--- config.mk ---
export PLATFORM = sky130hd
export DESIGN_NAME = least_served_first_seat_scheduler_top
export DESIGN_NICKNAME = d
export VERILOG_FILES = /design/src/hw/rtl/lsfs_pkg.sv /design/src/hw/rtl/lsfs_ctrl.sv /design/src/hw/rtl/lsfs_dp.sv /design/src/hw/rtl/least_served_first_seat_scheduler_top.sv
export SDC_FILE = /design/constraint.sdc
export NUM_CORES = 2
export LEC_CHECK = 0
export BUFFER_PORTS_ARGS = -buffer_cell sky130_fd_sc_hd__buf_2
export CAP_MARGIN = 20
export CORE_MARGIN = 2
export CORE_UTILIZATION = 60
export DETAILED_ROUTE_END_ITERATION = 10
export GPL_ROUTABILITY_DRIVEN = 0
export HOLD_SLACK_MARGIN = 0.02
export PLACE_DENSITY = 0.77
export SLEW_MARGIN = 20
export SYNTH_ARGS = -nofsm -noshare
export SYNTH_HDL_FRONTEND = slang
export SYNTH_HIERARCHICAL = 1
export SYNTH_SLANG_ARGS = --single-unit
--- constraint.sdc ---
create_clock -name i_clk -period 7.8 [get_ports i_clk]
set_clock_uncertainty 0.1 [all_clocks]
set_input_delay 1.56 -clock i_clk [delete_from_list [all_inputs] [get_ports i_clk]]
set_output_delay 1.56 -clock i_clk [all_outputs]
set_load 0.05 [all_outputs]
--- src/hw/rtl/lsfs_pkg.sv ---
package lsfs_pkg;

    // Field widths fixed by the stream formats.
    localparam int ID_W     = 7;
    localparam int SID_W    = 4;
    localparam int KEY_W    = 8;
    localparam int TOT_W    = 32;
    localparam int WAIT_W   = 5;
    localparam int SEAT_W   = 5;
    localparam int LIM_W    = 8;
    localparam int NREQ_W   = 7;
    localparam int STAT_W   = 3;
    localparam int CFG_IX_W = 2;
    localparam int CFG_D_W  = 8;

    localparam int IN_TDATA_W  = 16;
    localparam int OUT_TDATA_W = 88;

    // Default sizes.
    localparam int DEF_QUEUE_DEPTH    = 16;
    localparam int DEF_MAX_REQUESTERS = 64;
    localparam int DEF_MAX_SERVERS    = 8;

    // Register reset values.
    localparam logic [SEAT_W-1:0] SEAT_RST = 5'd4;
    localparam logic [LIM_W-1:0]  LIM_RST  = 8'd3;
    localparam logic [NREQ_W-1:0] NREQ_RST = 7'd64;

    // Register indexes.
    localparam logic [CFG_IX_W-1:0] CFG_SEAT_COUNT      = 2'd0;
    localparam logic [CFG_IX_W-1:0] CFG_SERVICE_LIMIT   = 2'd1;
    localparam logic [CFG_IX_W-1:0] CFG_REQUESTER_COUNT = 2'd2;

    // Request kinds.
    localparam logic REQ_ARRIVE = 1'b0;
    localparam logic REQ_SERVE  = 1'b1;

    typedef enum logic [STAT_W-1:0] {
        ST_SEATED  = 3'd0,
        ST_NO_SEAT = 3'd1,
        ST_REFUSED = 3'd2,
        ST_WAITING = 3'd3,
        ST_SERVED  = 3'd4,
        ST_EMPTY   = 3'd5
    } t_status;

    typedef enum logic {
        S_IDLE = 1'b0,
        S_EXEC = 1'b1
    } t_state;

    // Commands from the controller to the datapath.
    typedef struct packed {
        logic load;
        logic exec;
    } t_cmd;

    // Status from the datapath to the controller.
    typedef struct packed {
        logic out_free;
    } t_sts;

endpackage

--- src/hw/rtl/lsfs_ctrl.sv ---
module lsfs_ctrl (
    input  logic             i_clk,
    input  logic             i_rst_n,
    input  logic             i_in_valid,
    input  lsfs_pkg::t_sts   i_sts,
    output logic             o_in_ready,
    output lsfs_pkg::t_cmd   o_cmd
);
    import lsfs_pkg::*;

    t_state r_state;
    t_state n_state;

    // State register.
    always_ff @(posedge i_clk) begin
        if (!i_rst_n) begin
            r_state <= S_IDLE;
        end else begin
            r_state <= n_state;
        end
    end

    // Next state: take a request, then finish it once the output register is free.
    always_comb begin
        n_state = r_state;
        unique case (r_state)
            S_IDLE: begin
                if (i_in_valid) n_state = S_EXEC;
            end
            S_EXEC: begin
                if (i_sts.out_free) n_state = S_IDLE;
            end
            default: n_state = S_IDLE;
        endcase
    end

    // Outputs.
    always_comb begin
        o_in_ready = 1'b0;
        o_cmd      = '0;
        unique case (r_state)
            S_IDLE: begin
                o_in_ready = 1'b1;
                o_cmd.load = i_in_valid;
            end
            S_EXEC: begin
                o_cmd.exec = i_sts.out_free;
            end
            default: ;
        endcase
    end

endmodule

--- src/hw/rtl/lsfs_dp.sv ---
module lsfs_dp #(
    parameter int QUEUE_DEPTH    = lsfs_pkg::DEF_QUEUE_DEPTH,
    parameter int MAX_REQUESTERS = lsfs_pkg::DEF_MAX_REQUESTERS,
    parameter int MAX_SERVERS    = lsfs_pkg::DEF_MAX_SERVERS
) (
    input  logic                                 i_clk,
    input  logic                                 i_rst_n,
    input  lsfs_pkg::t_cmd                       i_cmd,
    output lsfs_pkg::t_sts                       o_sts,
    input  logic [lsfs_pkg::IN_TDATA_W-1:0]      i_in_data,
    input  logic                                 i_in_type,
    input  logic                                 i_cfg_valid,
    output logic                                 o_cfg_ready,
    input  logic [lsfs_pkg::CFG_IX_W-1:0]        i_cfg_index,
    input  logic [lsfs_pkg::CFG_D_W-1:0]         i_cfg_data,
    output logic                                 o_out_valid,
    input  logic                                 i_out_ready,
    output logic [lsfs_pkg::OUT_TDATA_W-1:0]     o_out_data,
    output logic [lsfs_pkg::STAT_W-1:0]          o_out_status
);
    import lsfs_pkg::*;

    localparam int AW = (MAX_REQUESTERS > 1) ? $clog2(MAX_REQUESTERS) : 1;
    localparam int FW = $clog2(QUEUE_DEPTH + 1);
    localparam logic [8:0] MAXR = 9'(MAX_REQUESTERS);
    localparam logic [6:0] MAXQ = 7'(QUEUE_DEPTH);
    localparam logic [6:0] MAXS = 7'(MAX_SERVERS);

    // Configuration registers.
    logic [SEAT_W-1:0] r_seat;
    logic [LIM_W-1:0]  r_limit;
    logic [NREQ_W-1:0] r_nreq;

    assign o_cfg_ready = 1'b1;

    always_ff @(posedge i_clk) begin
        if (!i_rst_n) begin
            r_seat  <= SEAT_RST;
            r_limit <= LIM_RST;
            r_nreq  <= NREQ_RST;
        end else if (i_cfg_valid) begin
            unique case (i_cfg_index)
                CFG_SEAT_COUNT:      r_seat  <= i_cfg_data[SEAT_W-1:0];
                CFG_SERVICE_LIMIT:   r_limit <= i_cfg_data[LIM_W-1:0];
                CFG_REQUESTER_COUNT: r_nreq  <= i_cfg_data[NREQ_W-1:0];
                default: ;
            endcase
        end
    end

    // Seat row: sorted shift-insert queue.
    logic [ID_W-1:0]  r_ids  [QUEUE_DEPTH];
    logic [KEY_W-1:0] r_keys [QUEUE_DEPTH];
    logic [ID_W-1:0]  n_ids  [QUEUE_DEPTH];
    logic [KEY_W-1:0] n_keys [QUEUE_DEPTH];
    logic [FW-1:0]    r_fill;
    logic [FW-1:0]    n_fill;

    // Latched request.
    logic             r_type;
    logic [ID_W-1:0]  r_rid;
    logic [SID_W-1:0] r_sid;
    logic [AW-1:0]    r_idx;

    // Service count memory with valid bits, and waiting flags.
    logic [KEY_W-1:0]          mem_cnt [MAX_REQUESTERS];
    logic [MAX_REQUESTERS-1:0] r_vld;
    logic [MAX_REQUESTERS-1:0] r_flg;
    logic [KEY_W-1:0]          r_mem_q;
    logic                      r_vld_q;

    logic [TOT_W-1:0] r_req_tot;
    logic [TOT_W-1:0] r_ses_tot;

    // Output register.
    logic                  r_out_valid;
    t_status               r_out_status;
    logic [OUT_TDATA_W-1:0] r_out_data;

    logic [ID_W-1:0]  in_rid;
    logic [SID_W-1:0] in_sid;
    logic [AW-1:0]    ld_idx;

    assign in_rid = i_in_data[ID_W-1:0];
    assign in_sid = i_in_data[ID_W+SID_W-1:ID_W];

    // Table address: the arriving id, or the head of the row for a server.
    always_comb begin
        if (i_in_type == REQ_SERVE) begin
            ld_idx = AW'(ID_W'(r_ids[0] - ID_W'(1)));
        end else begin
            ld_idx = AW'(ID_W'(in_rid - ID_W'(1)));
        end
    end

    always_ff @(posedge i_clk) begin
        if (i_cmd.load) begin
            r_type  <= i_in_type;
            r_rid   <= in_rid;
            r_sid   <= in_sid;
            r_idx   <= ld_idx;
            r_mem_q <= mem_cnt[ld_idx];
            r_vld_q <= r_vld[ld_idx];
        end
    end

    // Decision logic.
    logic [KEY_W-1:0] cnt;
    logic [KEY_W-1:0] cnt_inc;
    logic [8:0]       nreq_eff;
    logic [6:0]       seats_eff;
    logic             do_seat;
    logic             do_serve;
    t_status          st;
    logic [ID_W-1:0]  who;
    logic [SID_W-1:0] srv;
    logic [KEY_W-1:0] pri;
    logic [QUEUE_DEPTH-1:0] gt;
    logic [QUEUE_DEPTH-1:0] gt_prev;

    assign cnt     = r_vld_q ? r_mem_q : '0;
    assign cnt_inc = (cnt == '1) ? cnt : KEY_W'(cnt + KEY_W'(1));

    always_comb begin
        nreq_eff  = ({2'b0, r_nreq} < MAXR) ? {2'b0, r_nreq} : MAXR;
        seats_eff = ({2'b0, r_seat} < MAXQ) ? {2'b0, r_seat} : MAXQ;
        do_seat   = 1'b0;
        do_serve  = 1'b0;
        who       = '0;
        srv       = '0;
        pri       = '0;
        if (r_type == REQ_ARRIVE) begin
            priority if (r_rid == '0 || {2'b0, r_rid} > nreq_eff) begin
                st = ST_REFUSED;
            end else if (cnt >= r_limit) begin
                st = ST_REFUSED;
            end else if (r_flg[r_idx]) begin
                st = ST_WAITING;
            end else if (7'(r_fill) >= seats_eff) begin
                st = ST_NO_SEAT;
            end else begin
                st      = ST_SEATED;
                do_seat = 1'b1;
                who     = r_rid;
                pri     = cnt;
            end
        end else begin
            priority if (r_sid == '0 || 7'(r_sid) > MAXS) begin
                st = ST_REFUSED;
            end else if (r_fill == '0) begin
                st = ST_EMPTY;
            end else begin
                st       = ST_SERVED;
                do_serve = 1'b1;
                who      = r_ids[0];
                srv      = r_sid;
                pri      = cnt;
            end
        end
    end

    // Per-seat compare: waiting entries with a larger key move back.
    always_comb begin
        for (int i = 0; i < QUEUE_DEPTH; i++) begin
            gt[i] = (FW'(i) < r_fill) && (r_keys[i] > cnt);
        end
        gt_prev = {gt[QUEUE_DEPTH-2:0], 1'b0};
    end

    // Next row contents.
    always_comb begin
        n_fill = r_fill;
        for (int i = 0; i < QUEUE_DEPTH; i++) begin
            n_ids[i]  = r_ids[i];
            n_keys[i] = r_keys[i];
            if (i_cmd.exec && do_seat && (gt[i] || FW'(i) == r_fill)) begin
                if (gt_prev[i] && i > 0) begin
                    n_ids[i]  = r_ids[i-1];
                    n_keys[i] = r_keys[i-1];
                end else begin
                    n_ids[i]  = r_rid;
                    n_keys[i] = cnt;
                end
            end else if (i_cmd.exec && do_serve && i < QUEUE_DEPTH - 1) begin
                n_ids[i]  = r_ids[i+1];
                n_keys[i] = r_keys[i+1];
            end
        end
        if (do_seat) begin
            n_fill = FW'(r_fill + FW'(1));
        end else if (do_serve) begin
            n_fill = FW'(r_fill - FW'(1));
        end
    end

    always_ff @(posedge i_clk) begin
        for (int i = 0; i < QUEUE_DEPTH; i++) begin
            r_ids[i]  <= n_ids[i];
            r_keys[i] <= n_keys[i];
        end
    end

    // Service count memory write.
    always_ff @(posedge i_clk) begin
        if (i_cmd.exec && do_serve) begin
            mem_cnt[r_idx] <= cnt_inc;
        end
    end

    // Control state: fill, valid bits, waiting flags and tallies.
    always_ff @(posedge i_clk) begin
        if (!i_rst_n) begin
            r_fill    <= '0;
            r_vld     <= '0;
            r_flg     <= '0;
            r_req_tot <= '0;
            r_ses_tot <= '0;
        end else if (i_cmd.exec) begin
            r_fill <= n_fill;
            if (do_seat) begin
                r_flg[r_idx] <= 1'b1;
                r_req_tot    <= r_req_tot + TOT_W'(1);
            end
            if (do_serve) begin
                r_flg[r_idx] <= 1'b0;
                r_vld[r_idx] <= 1'b1;
                r_ses_tot    <= r_ses_tot + TOT_W'(1);
            end
        end
    end

    // Result register.
    always_ff @(posedge i_clk) begin
        if (!i_rst_n) begin
            r_out_valid <= 1'b0;
        end else if (i_cmd.exec) begin
            r_out_valid <= 1'b1;
        end else if (i_out_ready) begin
            r_out_valid <= 1'b0;
        end
    end

    always_ff @(posedge i_clk) begin
        if (i_cmd.exec) begin
            r_out_status <= st;
            r_out_data   <= {
                (do_serve ? r_ses_tot + TOT_W'(1) : r_ses_tot),
                (do_seat  ? r_req_tot + TOT_W'(1) : r_req_tot),
                WAIT_W'(n_fill),
                pri,
                srv,
                who
            };
        end
    end

    assign o_sts.out_free = !r_out_valid || i_out_ready;
    assign o_out_valid    = r_out_valid;
    assign o_out_data     = r_out_data;
    assign o_out_status   = r_out_status;

endmodule

--- src/hw/rtl/least_served_first_seat_scheduler_top.sv ---
// Channel   Direction  Handshake              Payload
// s_axis    in         tvalid / tready        tdata: requester_id, server_id; tuser: req_type
// m_axis    out        tvalid / tready        tdata: result fields; tuser: status
// cfg       in         valid / ready          index, data (always ready)
//
// A request is taken in the idle state, which reads the service count table; the exec
// state then decides, updates the seat row and loads the result register.
// The result register lets a new request be taken while a result waits;
// a request finishes only once that register is free.
// Reset is synchronous and active low; it clears counts, flags and tallies.
module least_served_first_seat_scheduler_top #(
    parameter int QUEUE_DEPTH    = lsfs_pkg::DEF_QUEUE_DEPTH,
    parameter int MAX_REQUESTERS = lsfs_pkg::DEF_MAX_REQUESTERS,
    parameter int MAX_SERVERS    = lsfs_pkg::DEF_MAX_SERVERS
) (
    input  logic                                i_clk,
    input  logic                                i_rst_n,
    input  logic                                i_s_axis_tvalid,
    output logic                                o_s_axis_tready,
    // requester_id [6:0], server_id [10:7], zero [15:11]
    input  logic [lsfs_pkg::IN_TDATA_W-1:0]     i_s_axis_tdata,
    // req_type [0]
    input  logic                                i_s_axis_tuser,
    output logic                                o_m_axis_tvalid,
    input  logic                                i_m_axis_tready,
    // chosen_requester [6:0], serving_server [10:7], priority_value [18:11],
    // waiting_now [23:19], requests_total [55:24], sessions_total [87:56]
    output logic [lsfs_pkg::OUT_TDATA_W-1:0]    o_m_axis_tdata,
    // status [2:0]
    output logic [lsfs_pkg::STAT_W-1:0]         o_m_axis_tuser,
    input  logic                                i_cfg_valid,
    output logic                                o_cfg_ready,
    input  logic [lsfs_pkg::CFG_IX_W-1:0]       i_cfg_index,
    input  logic [lsfs_pkg::CFG_D_W-1:0]        i_cfg_data
);
    import lsfs_pkg::*;

    t_cmd cmd;
    t_sts sts;

    lsfs_ctrl u_ctrl (
        .i_clk      (i_clk),
        .i_rst_n    (i_rst_n),
        .i_in_valid (i_s_axis_tvalid),
        .i_sts      (sts),
        .o_in_ready (o_s_axis_tready),
        .o_cmd      (cmd)
    );

    lsfs_dp #(
        .QUEUE_DEPTH    (QUEUE_DEPTH),
        .MAX_REQUESTERS (MAX_REQUESTERS),
        .MAX_SERVERS    (MAX_SERVERS)
    ) u_dp (
        .i_clk        (i_clk),
        .i_rst_n      (i_rst_n),
        .i_cmd        (cmd),
        .o_sts        (sts),
        .i_in_data    (i_s_axis_tdata),
        .i_in_type    (i_s_axis_tuser),
        .i_cfg_valid  (i_cfg_valid),
        .o_cfg_ready  (o_cfg_ready),
        .i_cfg_index  (i_cfg_index),
        .i_cfg_data   (i_cfg_data),
        .o_out_valid  (o_m_axis_tvalid),
        .i_out_ready  (i_m_axis_tready),
        .o_out_data   (o_m_axis_tdata),
        .o_out_status (o_m_axis_tuser)
    );

    // A taken request blocks the input for the following cycle.
    a_busy_after_take: assert property (@(posedge i_clk) disable iff (!i_rst_n)
        i_s_axis_tvalid && o_s_axis_tready |=> !o_s_axis_tready)
        else $error("input ready right after a request was taken");

    // A served result names a requester and a server.
    a_served_ids: assert property (@(posedge i_clk) disable iff (!i_rst_n)
        o_m_axis_tvalid && o_m_axis_tuser == ST_SERVED |->
            o_m_axis_tdata[6:0] != '0 && o_m_axis_tdata[10:7] != '0)
        else $error("served result without requester or server");

    // A seated result names a requester and no server.
    a_seated_ids: assert property (@(posedge i_clk) disable iff (!i_rst_n)
        o_m_axis_tvalid && o_m_axis_tuser == ST_SEATED |->
            o_m_axis_tdata[6:0] != '0 && o_m_axis_tdata[10:7] == '0)
        else $error("seated result with bad ids");

    // The waiting count never exceeds the row.
    a_fill_bound: assert property (@(posedge i_clk) disable iff (!i_rst_n)
        o_m_axis_tvalid |-> 7'(o_m_axis_tdata[23:19]) <= 7'(QUEUE_DEPTH))
        else $error("waiting count above row depth");

endmodule

# Word-level counts from Yosys, hierarchy flattened
# Memories as Yosys holds them, arrays and structs flattened. A register that Yosys moved wholly into a read port is not among the register bits.
# Index checks and enable logic that the tools add are counted.
# word_totals
register_bits	329
mem_bits_rw	752
output_inout_bits	94
word_cells	308
n_memories	3
# mem_list
memory	depth	word_bits	read_ports	rd_clocked_by_memory_dff	wr	line	source
u_dp.mem_cnt	64	8	1	1	1	lsfs_dp.sv:66	logic [KEY_W-1:0] mem_cnt [MAX_REQUESTERS];
u_dp.r_keys	16	8	16	0	16	lsfs_dp.sv:53	logic [KEY_W-1:0] r_keys [QUEUE_DEPTH];
u_dp.r_ids	16	7	16	0	16	lsfs_dp.sv:52	logic [ID_W-1:0] r_ids [QUEUE_DEPTH];
# op_classes
addsub	7
n_lt_le_gt_ge	41
eq_ne	18
n_mux	150
n_bitwise	6
n_reduce_logical	65
# op_table
cell	n
8-bit 2-to-1 mux	55
7-bit 2-to-1 mux	54
64-bit 2-to-1 mux	4
8-bit greater-than comparator	16
64-bit OR	2
32-bit by 1-bit adder with 32-bit output, second input constant	2
64-bit bitwise AND	1
32-bit 2-to-1 mux	2
64-bit NOT	1
4-bit by 5-bit == test with 1-bit output, first input constant	8
4-bit by 5-bit less-than comparator with 1-bit output, first input constant	8
1-bit logical AND	35
1-bit 2-to-1 mux	22
3-bit by 5-bit == test with 1-bit output, first input constant	4
3-bit by 5-bit less-than comparator with 1-bit output, first input constant	4
1-bit logical OR	19
3-bit 2-to-1 mux	5
5-bit 2-to-1 mux	3
6-bit by 7-bit less-than comparator with 1-bit output, second input constant	2
1-bit binary-select mux with 6-bit select	2
6-bit by 1-bit subtractor with 6-bit output, second input constant	2
2-bit by 5-bit == test with 1-bit output, first input constant	2
1-bit by 5-bit less-than comparator with 1-bit output, first input constant	2
2-bit by 5-bit less-than comparator with 1-bit output, first input constant	2
26 further kinds	30

# Logic depth before layout (Yosys ltp)
# logic_depth
ltp_word	13
mapped_depth	14
depth_no_buf	10

# Hierarchy
# Netlist, hierarchy kept.
# modules_own_cells
module	n_inst	cells_each	area_per_inst_um2
lsfs_dp	1	3722	51790.9
lsfs_ctrl	1	6	50.0

# Worst setup path before layout
# Ideal clock, no wire load.
# synth_timing
path_kind	input -> register
start	input i_m_axis_tready
end	memory u_dp.r_ids[15][0], in the netlist u_dp/r_ids[1][49], enable pin
t_arrival_ps	6316
required_ps	7289
slack_ps	973
cell_stages	8
path_buffers	4
cell_sequence	nand2b_1 -> and2_1 -> clkbuf_1 -> inv_1 -> clkbuf_1 -> clkbuf_1 -> buf_1 -> a211oi_1
# synth_rtl
item	line	source
from (decl)	least_served_first_seat_scheduler_top.sv:25	input logic i_m_axis_tready,
to (decl)	lsfs_dp.sv:52	

==> qor.txt <==
Status: finished clean
Worst setup margin: 1880 ps
Via density per instance: 6.44
Netlist cell types: 80
IO buf count: 119
Tightest Pin Transition: 1170 ps
P per Cell Area: 256 mW/mm^2
CTS tree: yes
Required @ worst endpoint: 8020 ps
MaxCap Viol Count: 0
Sw Pwr: 4.02 mW
Post-detailed-route count of antenna-violating nets: 0
Tot GR Track Use: 28.3%
Fmax: 169 MHz
CP arrival: 6140 ps
Leading cell type in the layout, fill and taps excluded: edfxtp_1
Mapped cell area: 0.0518 mm^2
Num CTS Buffers: 109
CTS Hold Bufs: 0
Critical Path End Type: register
# rows: 107
Crit Path Max Fanout: 67
Synth area leader: edfxtp_1
Crit-path max cell delay: 960 ps
Seq pwr share: 45.3%
Die X: 298 um
Static Leakage: 20.2 nW
Final setup fails: 0
CP startpoint kind: register
Core area: 0.0854 mm^2
Crit. path cell count: 9
DR pass1 iterations: 9
Setup TNS: 0 ps
Final net count: 3960
I/O pin total: 126
Root Driver: clkbuf_16
Post-placement cell count: 4816
Slowest CP cell: nor3_2
Initial Util: 60.7%
First-iteration detailed-routing DRC count: 3821
Place WS: 1930 ps
Largest net degree at the start of global routing: 191
Finished Core Util: 67.0%
Total power: 14.7 mW
Worst Reg-to-Reg Cells: 9
Worst Hold Class: register to register
Fin crit period: 5920 ps
EDFF count, synth: 870
Clock network power share: 36.5%
Crit path max-delay family: simple AND/OR/NAND/NOR gates
Yosys top cell area share: 50.4%
Detailed-route via count: 32400
Post-synth ARST share: 0%
Register bit total from synthesis: 1089
Combinational Power Share: 18.2%
Sequential area share after synthesis: 58.9%
Die H: 298 um
Global-route wire length before repair: 193 mm
Worst-path cell chain: or3_1, o22ai_1, nand4bb_1, nor3_2, buf_4, buf_4, o2111ai_2, buf_4, nand2_1
Internal Pwr Total: 10.6 mW
Hold Path Depth: 2
Mapped Cells: 3728
Remaining DRCs: 0
Post-CTS Resized: 0
H-Tree Depth: 3
Final worst path period share: 75.9%
Sw frac: 27.4%
Worst-Skew Late Latency: 700 ps
Drt wl/cell: 25.3 um
Final hold vios: 0
Most frequent cells in the layout: edfxtp_1 (870), mux2_2 (402), nor2_1 (356), mux2i_1 (241), dfxtp_1 (219)
Main flop type after synthesis: edfxtp_1
Synth top area cells: edfxtp_1 (50%), mux2_2 (8.8%), dfxtp_1 (8.5%), mux4_2 (6.3%), mux2i_1 (4.7%)
RSZ-0062 raised after global routing: false
Finished Layout Cells: 5028
CP bufs+invs: 3
Slew headroom: 22.0%
Syn_nets: 3900
Routed Wire Length: 127 mm
Syn-to-layout area delta: 10.4%
Initial antenna violation count: 4
Clock transition at path regs: 60 ps
Share of cells above drive strength 1: 24.4%
Vias in the first global route: 31554
Clock Path Buffers: 3
Total grt overflow: 0
Synth Warn #: 6
Die area: 0.0888 mm^2
Maximum vdd drop: 0.192 mV
Post-synthesis average cell area: 13.9 um^2
Clock sinks: 1089
Pins over their slew limit: 0
Postcts setup bufs: 0
Most common cell on crit path: buf_4
Crit Path Category: register to register
Dpl hpwl: 80.2 mm
-- worst register-to-register path, delay by kind of cell (launching register included) --
kind / cells / cell delay (ps)
simple gates: 4 / 2580
buf+inv: 3 / 1730
compound gates: 2 / 440
flops: 1 / 700
-- kinds of logic after synthesis --
kind of cell / after synthesis / share of synthesized area (%)
AO/OA/AOI/OAI: 317 / 4.64
XOR/XNOR: 110 / 1.87
adder cells (fa/ha/maj): 145 / 3.48
buffers and inverters: 304 / 2.46
flip-flops: 1089 / 58.9
multiplexers: 798 / 19.9
other: 1 / 0.00723
AND/OR/NAND/NOR: 964 / 8.81
-- per-layer routing --
layer,GRT usage (%),vias to the layer above,share of wire [%]
met1,40.1,16251,41
met3,5.38,241,9.0
met5,0,-,0.036
met4,8.63,6,2.8
li1,-,14396,-
met2,44.9,1506,47
-- synthesized netlist by cell type, types with 38 or more instances --
master    number
xnor2_1       78
o21ai_0       38
nand3_1       72
nor2_1       364
edfxtp_1     870
nand2b_1      40
nor3_1        87
buf_2         46
nand2_1      177
nand4_1       61
ha_1         140
mux2_2       403
clkbuf_1     158
mux2i_1      241
a41oi_1       66
a21oi_1       48
mux4_2       144
dfxtp_1      219
inv_1         65
-- worst paths after layout --
kind / slack [ps] / end / startpoint
setup / recovery: 1880 / u_dp/r_keys[0][10] / u_dp/r_idx[5]
hold / removal: 360 / u_dp/r_vld[35] / u_dp/r_vld[35]
setup reg to reg: 1880 / u_dp/r_keys[0][10] / u_dp/r_idx[5]
hold reg to reg: 360 / u_dp/r_vld[35] / u_dp/r_vld[35]
-- sequential cells by signal, indices dropped and copies added, names as in the netlist, 3 cells and up --
signal / cells
u_dp/mem_cnt: 512
u_dp/r_keys: 128
u_dp/r_ids: 112
u_dp/o_out_data: 88
u_dp/r_flg: 64
u_dp/r_vld: 64
u_dp/r_req_tot: 32
u_dp/r_ses_tot: 32
u_dp/r_limit: 8
u_dp/r_mem_q: 8
u_dp/r_nreq: 7
u_dp/r_rid: 7
u_dp/r_idx: 6
u_dp/r_fill: 5
u_dp/r_seat: 5
u_dp/r_sid: 4
u_dp/o_out_status: 3
-- cell type report --
type | count | area (um^2)
antenna | 1 | 2.50
clock buffer | 144 | 2980
clock inverter | 62 | 697
fill | 6024 | 28200
inverter | 67 | 262
multi-input combinational | 2335 | 20200
sequential | 1089 | 30500
tap | 1144 | 1430
timing repair buffer | 186 | 1160
-- power by group through the flow --
stage | combinational (mW) | clock (mW) | sequential (mW)
floorplan | 1.83 | 0 | 6.78
global placement | 2.57 | 0 | 6.76
detailed placement | 2.61 | 0 | 6.76
CTS | 2.63 | 5.43 | 6.64
global route | 2.83 | 5.64 | 6.66
finish | 2.67 | 5.35 | 6.65
-- stage by stage --
stage | hold WS, ps | cell area [um^2]
finish | 364 | 57200
CTS | 368 | 57200
global route | 383 | 57200
global placement | 341 | 53500
detailed placement | 354 | 53500
floorplan | 335 | 51800
Note: power is estimated with default switching activity, not from simulation.
